==> src/sv/bpgm_pkg.sv <==
// Shared types and constants for the binary grey image (P5) stream parser.
// No dependencies; imported by bpgm_parse, binary_pgm_stream_parser, bpgm_checker and tb.
package bpgm_pkg;

    typedef enum logic [3:0] {
        PH_MAGIC0  = 4'd0,
        PH_MAGIC1  = 4'd1,
        PH_SKIP_W  = 4'd2,
        PH_NUM_W   = 4'd3,
        PH_SKIP_H  = 4'd4,
        PH_NUM_H   = 4'd5,
        PH_SKIP_M  = 4'd6,
        PH_NUM_M   = 4'd7,
        PH_PAYLOAD = 4'd8,
        PH_HALT    = 4'd9
    } bpgm_phase_t;

    typedef enum logic [2:0] {
        ERR_NONE    = 3'd0,
        ERR_MAGIC   = 3'd1,
        ERR_MISSING = 3'd2,
        ERR_DIMS    = 3'd3,
        ERR_MAXVAL  = 3'd4,
        ERR_SHORT   = 3'd5,
        ERR_TRAIL   = 3'd6
    } bpgm_err_t;

    localparam logic [7:0] CH_P       = 8'h50;
    localparam logic [7:0] CH_FIVE    = 8'h35;
    localparam logic [7:0] CH_HASH    = 8'h23;
    localparam logic [7:0] CH_LF      = 8'h0A;
    localparam logic [7:0] CH_CR      = 8'h0D;
    localparam logic [7:0] CH_TAB     = 8'h09;
    localparam logic [7:0] CH_SPACE   = 8'h20;
    localparam logic [7:0] CH_ZERO    = 8'h30;
    localparam logic [7:0] CH_NINE    = 8'h39;
    localparam int unsigned MAXVAL_LIMIT = 255;

    // Result of one byte, before packing onto the master stream.
    typedef struct packed {
        logic        pixel_valid;
        logic [7:0]  pixel_value;
        logic        header_done;
        logic [31:0] image_width;
        logic [31:0] image_height;
        logic [7:0]  max_level;
        logic        done_res;
        bpgm_err_t   error_code;
    } bpgm_res_t;

endpackage

==> src/sv/bpgm_parse.sv <==
// Header parser and payload counter: state registers plus one byte of next-state logic.
// Depends on bpgm_pkg.
module bpgm_parse
    import bpgm_pkg::*;
#(
    parameter int DIM_BITS = 32
) (
    input  logic       clk,
    input  logic       rst_n,
    input  logic       accept,
    input  logic [7:0] byte_value,
    input  logic       last_byte,
    output bpgm_res_t  res
);

    localparam int AW = DIM_BITS + 4;
    localparam int PW = 2 * DIM_BITS;

    bpgm_phase_t         phase_reg, phase_next;
    bpgm_err_t           err_reg, err_next;
    logic                in_comment_reg, in_comment_next;
    logic [DIM_BITS-1:0] acc_reg, acc_next;
    logic [DIM_BITS-1:0] width_reg, width_next;
    logic [DIM_BITS-1:0] height_reg, height_next;
    logic [7:0]          maxval_reg, maxval_next;
    logic [PW-1:0]       remain_reg, remain_next;
    logic                over_reg, over_next;
    logic                hdr_reg, hdr_next;
    logic [PW-1:0]       prod_reg;

    logic                is_ws, is_digit, is_hash;
    logic [3:0]          dval;
    logic [AW-1:0]       acc_mul;
    logic                acc_ovf;
    logic                sk_comment, sk_digit, sk_bad;
    bpgm_err_t           close_code;

    // Checks made when maxval ends; ERR_NONE means the header is accepted.
    function automatic bpgm_err_t header_check(
        input logic [DIM_BITS-1:0] w,
        input logic [DIM_BITS-1:0] h,
        input logic [DIM_BITS-1:0] mv,
        input logic                has_sep
    );
        bpgm_err_t code;
        if (w == '0 || h == '0)
            code = ERR_DIMS;
        else if (mv == '0 || mv > DIM_BITS'(MAXVAL_LIMIT))
            code = ERR_MAXVAL;
        else if (!has_sep)
            code = ERR_MISSING;
        else
            code = ERR_NONE;
        return code;
    endfunction

    assign is_ws    = (byte_value == CH_SPACE) || (byte_value == CH_TAB) ||
                      (byte_value == CH_CR) || (byte_value == CH_LF);
    assign is_digit = (byte_value >= CH_ZERO) && (byte_value <= CH_NINE);
    assign is_hash  = (byte_value == CH_HASH);
    assign dval     = 4'(byte_value - CH_ZERO);

    // acc * 10 + digit, with room to see the overflow
    assign acc_mul = (AW'(acc_reg) << 3) + (AW'(acc_reg) << 1) + AW'(dval);
    assign acc_ovf = |acc_mul[AW-1:DIM_BITS];

    // Skip-phase decode; in_comment is always clear once a number is running.
    assign sk_comment = in_comment_reg ? (byte_value != CH_LF) : is_hash;
    assign sk_digit   = !in_comment_reg && is_digit;
    assign sk_bad     = !in_comment_reg && !is_ws && !is_hash && !is_digit;

    assign close_code = header_check(width_reg, height_reg, acc_reg, is_ws);

    always_comb
    begin
        phase_next      = phase_reg;
        err_next        = err_reg;
        in_comment_next = in_comment_reg;
        acc_next        = acc_reg;
        width_next      = width_reg;
        height_next     = height_reg;
        maxval_next     = maxval_reg;
        remain_next     = remain_reg;
        over_next       = over_reg;
        hdr_next        = hdr_reg;
        res.pixel_valid = 1'b0;

        unique case (phase_reg)
            PH_MAGIC0:
            begin
                if (byte_value == CH_P)
                    phase_next = PH_MAGIC1;
                else
                begin
                    err_next   = ERR_MAGIC;
                    phase_next = PH_HALT;
                end
            end
            PH_MAGIC1:
            begin
                if (byte_value == CH_FIVE)
                    phase_next = PH_SKIP_W;
                else
                begin
                    err_next   = ERR_MAGIC;
                    phase_next = PH_HALT;
                end
            end
            PH_SKIP_W, PH_SKIP_H, PH_SKIP_M:
            begin
                in_comment_next = sk_comment;
                if (sk_digit)
                begin
                    acc_next   = DIM_BITS'(dval);
                    phase_next = (phase_reg == PH_SKIP_W) ? PH_NUM_W :
                                 (phase_reg == PH_SKIP_H) ? PH_NUM_H : PH_NUM_M;
                end
                else if (sk_bad)
                begin
                    err_next   = ERR_MISSING;
                    phase_next = PH_HALT;
                end
            end
            PH_NUM_W, PH_NUM_H:
            begin
                if (is_digit)
                begin
                    acc_next = acc_mul[DIM_BITS-1:0];
                    if (acc_ovf)
                    begin
                        err_next   = ERR_MISSING;
                        phase_next = PH_HALT;
                    end
                end
                else
                begin
                    if (phase_reg == PH_NUM_W)
                        width_next = acc_reg;
                    else
                        height_next = acc_reg;
                    // the ending byte is handled as in the next skip phase
                    in_comment_next = sk_comment;
                    if (sk_digit)
                    begin
                        acc_next   = DIM_BITS'(dval);
                        phase_next = (phase_reg == PH_NUM_W) ? PH_NUM_H : PH_NUM_M;
                    end
                    else if (sk_bad)
                    begin
                        err_next   = ERR_MISSING;
                        phase_next = PH_HALT;
                    end
                    else
                        phase_next = (phase_reg == PH_NUM_W) ? PH_SKIP_H : PH_SKIP_M;
                end
            end
            PH_NUM_M:
            begin
                if (is_digit)
                begin
                    acc_next = acc_mul[DIM_BITS-1:0];
                    if (acc_ovf)
                    begin
                        err_next   = ERR_MISSING;
                        phase_next = PH_HALT;
                    end
                end
                else if (close_code != ERR_NONE)
                begin
                    err_next   = close_code;
                    phase_next = PH_HALT;
                end
                else
                begin
                    maxval_next = acc_reg[7:0];
                    remain_next = prod_reg;
                    over_next   = 1'b0;
                    hdr_next    = 1'b1;
                    phase_next  = PH_PAYLOAD;
                end
            end
            PH_PAYLOAD:
            begin
                res.pixel_valid = 1'b1;
                // remain counts down to zero; one byte past that sets over
                if (remain_reg == '0)
                    over_next = 1'b1;
                else
                    remain_next = remain_reg - PW'(1);
            end
            default:
            begin
            end
        endcase

        if (last_byte && err_next == ERR_NONE)
        begin
            if (phase_reg == PH_MAGIC0)
                err_next = ERR_MAGIC;
            else if (phase_next == PH_NUM_M)
                err_next = header_check(width_reg, height_reg, acc_next, 1'b0);
            else if (phase_next == PH_PAYLOAD)
            begin
                if (over_next)
                    err_next = ERR_TRAIL;
                else if (remain_next != '0)
                    err_next = ERR_SHORT;
            end
            else
                err_next = ERR_MISSING;
            if (err_next != ERR_NONE)
                phase_next = PH_HALT;
        end

        res.pixel_value  = res.pixel_valid ? byte_value : 8'h00;
        res.header_done  = hdr_next;
        res.image_width  = 32'(width_next);
        res.image_height = 32'(height_next);
        res.max_level    = maxval_next;
        res.done_res     = last_byte;
        res.error_code   = err_next;
    end

    // Product is ready well before maxval ends: at least two bytes follow the height.
    always_ff @(posedge clk)
    begin
        prod_reg <= PW'(width_reg) * PW'(height_reg);
    end

    always_ff @(posedge clk or negedge rst_n)
    begin
        if (!rst_n)
        begin
            phase_reg      <= PH_MAGIC0;
            err_reg        <= ERR_NONE;
            in_comment_reg <= 1'b0;
            acc_reg        <= '0;
            width_reg      <= '0;
            height_reg     <= '0;
            maxval_reg     <= '0;
            remain_reg     <= '0;
            over_reg       <= 1'b0;
            hdr_reg        <= 1'b0;
        end
        else if (accept)
        begin
            if (last_byte)
            begin
                phase_reg      <= PH_MAGIC0;
                err_reg        <= ERR_NONE;
                in_comment_reg <= 1'b0;
                acc_reg        <= '0;
                width_reg      <= '0;
                height_reg     <= '0;
                maxval_reg     <= '0;
                remain_reg     <= '0;
                over_reg       <= 1'b0;
                hdr_reg        <= 1'b0;
            end
            else
            begin
                phase_reg      <= phase_next;
                err_reg        <= err_next;
                in_comment_reg <= in_comment_next;
                acc_reg        <= acc_next;
                width_reg      <= width_next;
                height_reg     <= height_next;
                maxval_reg     <= maxval_next;
                remain_reg     <= remain_next;
                over_reg       <= over_next;
                hdr_reg        <= hdr_next;
            end
        end
    end

endmodule

==> src/sv/binary_pgm_stream_parser.sv <==
// Top level of the binary grey image (P5) stream parser: stream ports and output register.
// Depends on bpgm_pkg and bpgm_parse.
//
//  port group | dir | tdata (low bit up)                               | tuser       | tlast
//  s_axis     | in  | byte_value[7:0]                                  | -           | last_byte
//  m_axis     | out | pixel_value[7:0], header_done, image_width[31:0],| pixel_valid | done_res
//             |     | image_height[31:0], max_level[7:0], error_code,  |             |
//             |     | 4 zero pad bits                                  |             |
//
// One byte per cycle while the output register is free or m_axis_tready is high, one result per byte;
// the result is registered and appears in the cycle after the input transfer. The width times height product
// has its own register stage, hidden behind the maxval bytes. rst_n clears the parser to expect the first magic
// byte; the final byte does the same. The output register holds a result under back-pressure; s_axis_tready
// follows m_axis_tready while it is full.
module binary_pgm_stream_parser
    import bpgm_pkg::*;
#(
    parameter int DIM_BITS = 32
) (
    input  logic        clk,
    input  logic        rst_n,
    input  logic        s_axis_tvalid,
    output logic        s_axis_tready,
    input  logic [7:0]  s_axis_tdata,   // byte_value[7:0]
    input  logic        s_axis_tlast,
    output logic        m_axis_tvalid,
    input  logic        m_axis_tready,
    output logic [87:0] m_axis_tdata,   // pixel_value, header_done, image_width, image_height,
                                        // max_level, error_code, pad
    output logic        m_axis_tuser,   // pixel_valid
    output logic        m_axis_tlast
);

    logic        in_xfer;
    bpgm_res_t   res;
    logic        out_valid_reg;
    logic [87:0] out_data_reg;
    logic        out_user_reg;
    logic        out_last_reg;

    assign s_axis_tready = !out_valid_reg || m_axis_tready;
    assign in_xfer       = s_axis_tvalid && s_axis_tready;

    bpgm_parse #(
        .DIM_BITS (DIM_BITS)
    ) u_parse (
        .clk        (clk),
        .rst_n      (rst_n),
        .accept     (in_xfer),
        .byte_value (s_axis_tdata),
        .last_byte  (s_axis_tlast),
        .res        (res)
    );

    always_ff @(posedge clk or negedge rst_n)
    begin
        if (!rst_n)
            out_valid_reg <= 1'b0;
        else if (in_xfer)
            out_valid_reg <= 1'b1;
        else if (m_axis_tready)
            out_valid_reg <= 1'b0;
    end

    always_ff @(posedge clk)
    begin
        if (in_xfer)
        begin
            out_data_reg <= {4'b0000, res.error_code, res.max_level, res.image_height,
                             res.image_width, res.header_done, res.pixel_value};
            out_user_reg <= res.pixel_valid;
            out_last_reg <= res.done_res;
        end
    end

    assign m_axis_tvalid = out_valid_reg;
    assign m_axis_tdata  = out_data_reg;
    assign m_axis_tuser  = out_user_reg;
    assign m_axis_tlast  = out_last_reg;

    // a pixel never comes out ahead of an accepted header
    a_pix_hdr: assert property (@(posedge clk) disable iff (!rst_n)
        m_axis_tvalid && m_axis_tuser |-> m_axis_tdata[8])
        else $error("pixel without header_done");

    // only the final byte can raise an error on a pixel
    a_pix_err: assert property (@(posedge clk) disable iff (!rst_n)
        m_axis_tvalid && m_axis_tuser && !m_axis_tlast |-> m_axis_tdata[83:81] == ERR_NONE)
        else $error("pixel carries an error");

    // the final byte of a file is reported in the next cycle
    a_last_out: assert property (@(posedge clk) disable iff (!rst_n)
        in_xfer && s_axis_tlast |=> m_axis_tvalid && m_axis_tlast)
        else $error("final byte result missing");

    // a clean file end never reports a header-less success
    a_done_ok: assert property (@(posedge clk) disable iff (!rst_n)
        m_axis_tvalid && m_axis_tlast && m_axis_tdata[83:81] == ERR_NONE |-> m_axis_tdata[8])
        else $error("file ended without header and without error");

endmodule

==> config.mk <==
export PLATFORM = sky130hd
export DESIGN_NAME = binary_pgm_stream_parser
export DESIGN_NICKNAME = d
export VERILOG_FILES = /design/src/sv/bpgm_pkg.sv /design/src/sv/bpgm_parse.sv /design/src/sv/binary_pgm_stream_parser.sv
export SDC_FILE = /design/constraint.sdc
export NUM_CORES = 2
export LEC_CHECK = 0
export ABC_AREA = 1
export BUFFER_PORTS_ARGS = -buffer_cell sky130_fd_sc_hd__buf_2
export CORE_AREA = 5 5 400 402
export CTS_BUF_LIST = sky130_fd_sc_hd__clkbuf_2
export DETAILED_ROUTE_END_ITERATION = 16
export DIE_AREA = 0 0 405 407
export MAX_ROUTING_LAYER = met4
export PLACE_DENSITY = 0.62
export RECOVER_POWER = 50
export SKIP_CTS_REPAIR_TIMING = 1
export SLEW_MARGIN = 20
export SYNTH_ARGS = -nofsm -noshare
export SYNTH_HDL_FRONTEND = slang
export SYNTH_SLANG_ARGS = --single-unit
==> constraint.sdc <==
create_clock -name clk -period 6.2 [get_ports clk]
set_clock_uncertainty 0.05 [all_clocks]
set_input_delay 0.31 -clock clk [delete_from_list [all_inputs] [get_ports clk]]
set_output_delay 0.31 -clock clk [all_outputs]
set_load 0.005 [all_outputs]
### Yosys cells after proc, flatten, opt, wreduce, memory -nomap -nowiden

Cells that the tools add are included.

* bits in registers: 329
* output and inout bits: 92

* add/subtract/negate cells: 4
* multiply operators: 1
* magnitude comparators: 4
* eq/ne operators: 19
* mux-type cells: 78
* reduce and logical (&&, ||, !) cells: 35

Operators by type and width (number)
* 32-bit two-way mux: 12
* 64-bit two-way mux: 4
* 32-bit logical NOT: 4
* 64-bit case mux with 2 select lines: 1
* 32-bit case mux with 3 select lines: 1
* 32-bit by 8-bit greater-than comparator with 1-bit output, second input constant: 2
* 64-bit logical NOT: 1
* 32-bit by 32-bit multiplier with 64-bit output: 1
* 64-bit nonzero test: 1
* 64-bit by 1-bit subtractor with 64-bit output, second input constant: 1
* 3-bit two-way mux: 20
* 4-bit two-way mux: 13
* 35-bit by 33-bit adder with 36-bit output: 1
* 36-bit by 4-bit adder with 36-bit output: 1
* 8-bit two-way mux: 4
* 8-bit by 4-bit == test with 1-bit output, second input constant: 3
* 8-bit by 6-bit == test with 1-bit output, second input constant: 3
* 4-bit by 3-bit == test with 1-bit output, second input constant: 5
* 4-bit case mux with 5 select lines: 1
* 1-bit two-way mux: 15
* 3-bit case mux with 5 select lines: 1
* 3-bit nonzero test: 3
* 4-bit by 2-bit == test with 1-bit output, second input constant: 2
* 4-bit == test, second input constant: 2
* other kinds (19): 39

### Depth between registers and ports, before layout

* word-level depth: 22
* mapped depth: 34

### Modules after synthesis

Synthesis repeated with hierarchy kept, for this count alone.

* cells, all modules: 7330
* area total of the unflattened synthesis: 54521.0 um^2

By module, submodules not included
* bpgm_parse: instances 1, cells an instance 7233, area each 51859.7 um^2, sequential area each 5735.5 um^2
* binary_pgm_stream_parser: instances 1, cells an instance 97, area each 2661.3 um^2, sequential area each 2607.5 um^2

### Worst setup path before layout

No wires, ideal clock.

* kind: reg-to-reg
* start: reg u_parse.height_reg[2]
* end: reg u_parse.prod_reg[61]
* setup time: 0.072 ns
* arrival time: 6.770 ns
* data required time: 6.078 ns
* slack: -0.692 ns
* stages on the path, launching flop included: 33
* buffers on the path: 2
* clock period less this slack: 6.892 ns
* cells stage by stage: dfrtp_1 buf_2 clkbuf_1 nand2_1 fa_1 inv_1 fa_1 inv_1 fa_1 fa_1 inv_1 fa_1 fa_1 fa_1 inv_1 fa_1 inv_1 ha_1 nand2_1 nor2_1 inv_1 nor2_1 inv_1 nor4_1 nand3_1 nand3_1 nand2_1 nand2_1 nand2_1 o211ai_1 nand3_1 nand2_1 xor2_1

* word-level cells in the longest chain between the ends: 1

Ends and longest elaborated chain
* start: declaration: RTL line bpgm_parse.sv:24 `logic [DIM_BITS-1:0] height_reg, height_next;`
* start signal: assignment: RTL line bpgm_parse.sv:267 `height_reg <= height_next;`
* 32-bit by 32-bit multiplier with 64-bit output: RTL line bpgm_parse.sv:227 `prod_reg <= PW'(width_reg) * PW'(height_reg);`
* end signal: assignment: RTL line bpgm_parse.sv:227
* end: declaration: RTL line bpgm_parse.sv:29 `logic [PW-1:0] prod_reg;`

Every way passes these cells.
A chain may end at the register's enable or synchronous reset.

### Worst setup path after layout

* start: reg u_parse.width_reg[15]
* end: reg u_parse.prod_reg[61]

* word-level cells in the longest chain between the ends: 1

Ends and longest elaborated chain
* start: declaration: RTL line bpgm_parse.sv:23 `logic [DIM_BITS-1:0] width_reg, width_next;`
* start signal: assignment: RTL line bpgm_parse.sv:266 `width_reg <= width_next;`
* 32-bit by 32-bit multiplier with 64-bit output: RTL line bpgm_parse.sv:227

Every way passes these cells.

==> results.txt <==
outcome = finished, violations left
failing checks = max-capacitance violations, max-slew violations, negative setup slack
Vias/cell = 4.88
P_leak = 0.0371 uW
Ports = 105
Final Hold Viols = 0
Die X = 405 um
CTS tree = yes
worst path arrival time = 8.51 ns
fraction of layout cells with a size suffix above 1 = 0.141
Largest register FFs = 84
FF+latch count, synth = 329
Clock Sinks = 329
Initial Utilization = 0.349
FMAX = 136 MHz
setup_tns = -34.56 ns
Worst Tran Pin Value = 4.67 ns
final setup fails = 53
Row Count = 145
most frequent cells in the layout = 1871 x nand2_1, 1802 x inv_1, 867 x fa_1
Top Family by Delay on Critical Path = adder cells
Antenna Nets Post-Route = 0
Synth Area per Inst = 7.50 sq um
Slowest cell on crit path = fa_1
Main synth FF type = dfrtp_1
Final WS setup = -1.18 ns
Crit Path Category = reg -> reg
CP bufs+invs = 9
crit-path max cell delay = 0.53 ns
Hold Crit Start = s_axis_tdata[5]
H-Tree Depth = 3
CP Capture Type = flop
final period demand of the worst path = 7.38 ns
min-delay worst type = in -> reg
YS warnings = 0
Cell Pwr Density = 231 nW/um^2
Design Area, Final = 64400 sq um
Pre-antenna DRT Iters = 6
initial antenna violation count = 7
Seq/Total Area, Yosys = 0.154
Port Buf Inserts = 100
DR iter-0 viols = 3521
dpl cell area = 61300 sq um
first-pass GRT wire length = 281000 um
CP max FO = 6
number of cells after detailed placement = 9580
RR Startpoint = u_parse.width_reg[15]$_DFFE_PN0P_
Synth Cell Area = 54300 sq um
WL per Instance = 18.4 um
Worst setup SP type = flop
clock buffer count from CTS = 96
Critical Path Start = u_parse.width_reg[15]$_DFFE_PN0P_
pre-CTS setup slack = -1.21 ns
CTS max path bufs = 3
All-Layer GR Usage = 0.225
Die ar. = 165000 sq um
Peak supply drop = 494 uV
DRC violations left = 0
Final Wtd Congestion = 0.969
Final nets = 8948
RSZ-0062 raised after global routing = true
Clk pin slew, worst setup/hold paths = 0.10 ns
Core ar. = 156000 sq um
commonest non-fill, non-tap cell in the layout = nand2_1
Post-Syn Instances = 7242
Non-Filler Instances = 9855
routed via count = 48000
Unique masters post-synth = 52
largest net degree at the start of global routing = 135
MaxCap Viol Count = 6
most frequent CP cell = fa_1
Skew-Pair Late Insertion Delay = 1.31 ns
Root Buffer = clkbuf_2
GR Overflow Total = 0
number of global-route vias before repair = 49500
Post-Route WL = 181000 um
Final Max Slew Viols = 475
fin util = 0.414
Worst slew margin = -2.11
ys async rst share = 0.544
Data required, critical path = 7.33 ns
HPWL after DPL = 146000 um
Die Height = 407 um
final worst-path cycle share = 1.19
EDFF count, synth = 86
Area Overhead vs Synth = 18.6%
## report_power, final
group / switching, uW / internal, uW / total, uW
sequential: 325 / 2530 / 2860
clock: 1140 / 800 / 1940
combinational: 7140 / 2950 / 10100
total: 8600 / 6280 / 14900
## synth_stat cells, drive strengths merged, types with 2 or more instances
| cell type | n | share of area |
|---|---|---|
| nand2 | 1920 | 0.13 |
| inv | 1848 | 0.13 |
| fa | 898 | 0.33 |
| nor2 | 474 | 0.034 |
| ha | 328 | 0.076 |
| nand3 | 269 | 0.025 |
| clkbuf | 254 | 0.018 |
| o21ai | 247 | 0.023 |
| dfrtp | 179 | 0.082 |
| a21oi | 120 | 0.011 |
| buf | 119 | 0.012 |
| nand4 | 93 | 0.011 |
| edfxtp | 86 | 0.048 |
| o22ai | 85 | 0.0098 |
| xor2 | 78 | 0.013 |
| dfxtp | 64 | 0.024 |
| a31oi | 33 | 0.0038 |
| xnor2 | 28 | 0.0045 |
| nor3 | 27 | 0.0026 |
| o21a | 14 | 0.0019 |
| o21bai | 11 | 0.0015 |
| nand3b | 10 | 0.0014 |
| a21o | 7 | 0.00097 |
| nor4 | 7 | 0.00081 |
| o211ai | 7 | 0.00097 |
| a21boi | 5 | 0.00069 |
| a22o | 5 | 0.00081 |
| or2 | 5 | 0.00058 |
| o2111ai | 4 | 0.00064 |
| o221ai | 4 | 0.00064 |
| o31ai | 3 | 0.00041 |
| a22oi | 2 | 0.00028 |
| and2 | 2 | 0.00023 |
| clkinv | 2 | 0.00014 |
## path summary, 6_finish.rpt
check | to | slack, ns | cells past startpoint
worst max-delay path | u_parse.prod_reg[61]$_DFF_P_ | -1.18 | 32
worst min-delay path | m_axis_tdata[5]$_SDFFCE_PN0P_ | 0.04 | 4
worst max register to register | u_parse.prod_reg[61]$_DFF_P_ | -1.18 | 32
worst min register to register | u_parse.maxval_reg[6]$_DFFE_PN0P_ | 0.44 | 2
max in group asynchronous | u_parse.height_reg[26]$_DFFE_PN0P_ | 0.82 | 4
min in group asynchronous | u_parse.remain_reg[1]$_DFFE_PN0P_ | 1.22 | 4
## routing by layer
layer  share of wire  global-route usage  up-vias
met5               0                   -        -
met1            0.42               0.284    23800
met4           0.042              0.0803        0
li1                -                   -    22300
met3           0.063              0.0313      352
met2            0.48               0.370     1630
## cells by family after synthesis
family,count (synthesis),synth area share
compound gates,549,0.0567
xor+xnor,106,0.0171
fa+ha+maj,1226,0.406
buf+inv,2223,0.157
flops,329,0.154
other cells,1,0.0000690
simple gates,2808,0.209
## area by class of cell
type                            count  area, sq um
Antenna cell                        7         17.5
Fill cell                       15900        91300
Inverter                         1850         6950
Tap cell                         2058         2570
Timing Repair Buffer              739         6550
Multi-Input combinational cell   4693        39000
Clock inverter                     50          354
Sequential cell                   329         8350
Clock buffer                      129          646
## worst reg2reg max path: cells and delay by family (launching register included)
family | cells | cell delay (ns)
adder cells (fa/ha/maj) | 9 | 4.22
AND/OR/NAND/NOR | 12 | 1.49
buffers and inverters | 9 | 0.70
flip-flops | 1 | 0.48
AO/OA/AOI/OAI | 1 | 0.18
XOR/XNOR | 1 | 0.15
## per-stage QoR
stage          total power [uW]  hold slack [ns]
6_report                  14900           0.0363
5_1_grt                   16200          -0.0181
4_1_cts                   14700           -0.982
3_5_place_dp              12700            0.425
3_3_place_gp              12700            0.418
2_1_floorplan              9680          -0.0356
Power figures use the tool's default switching activity.
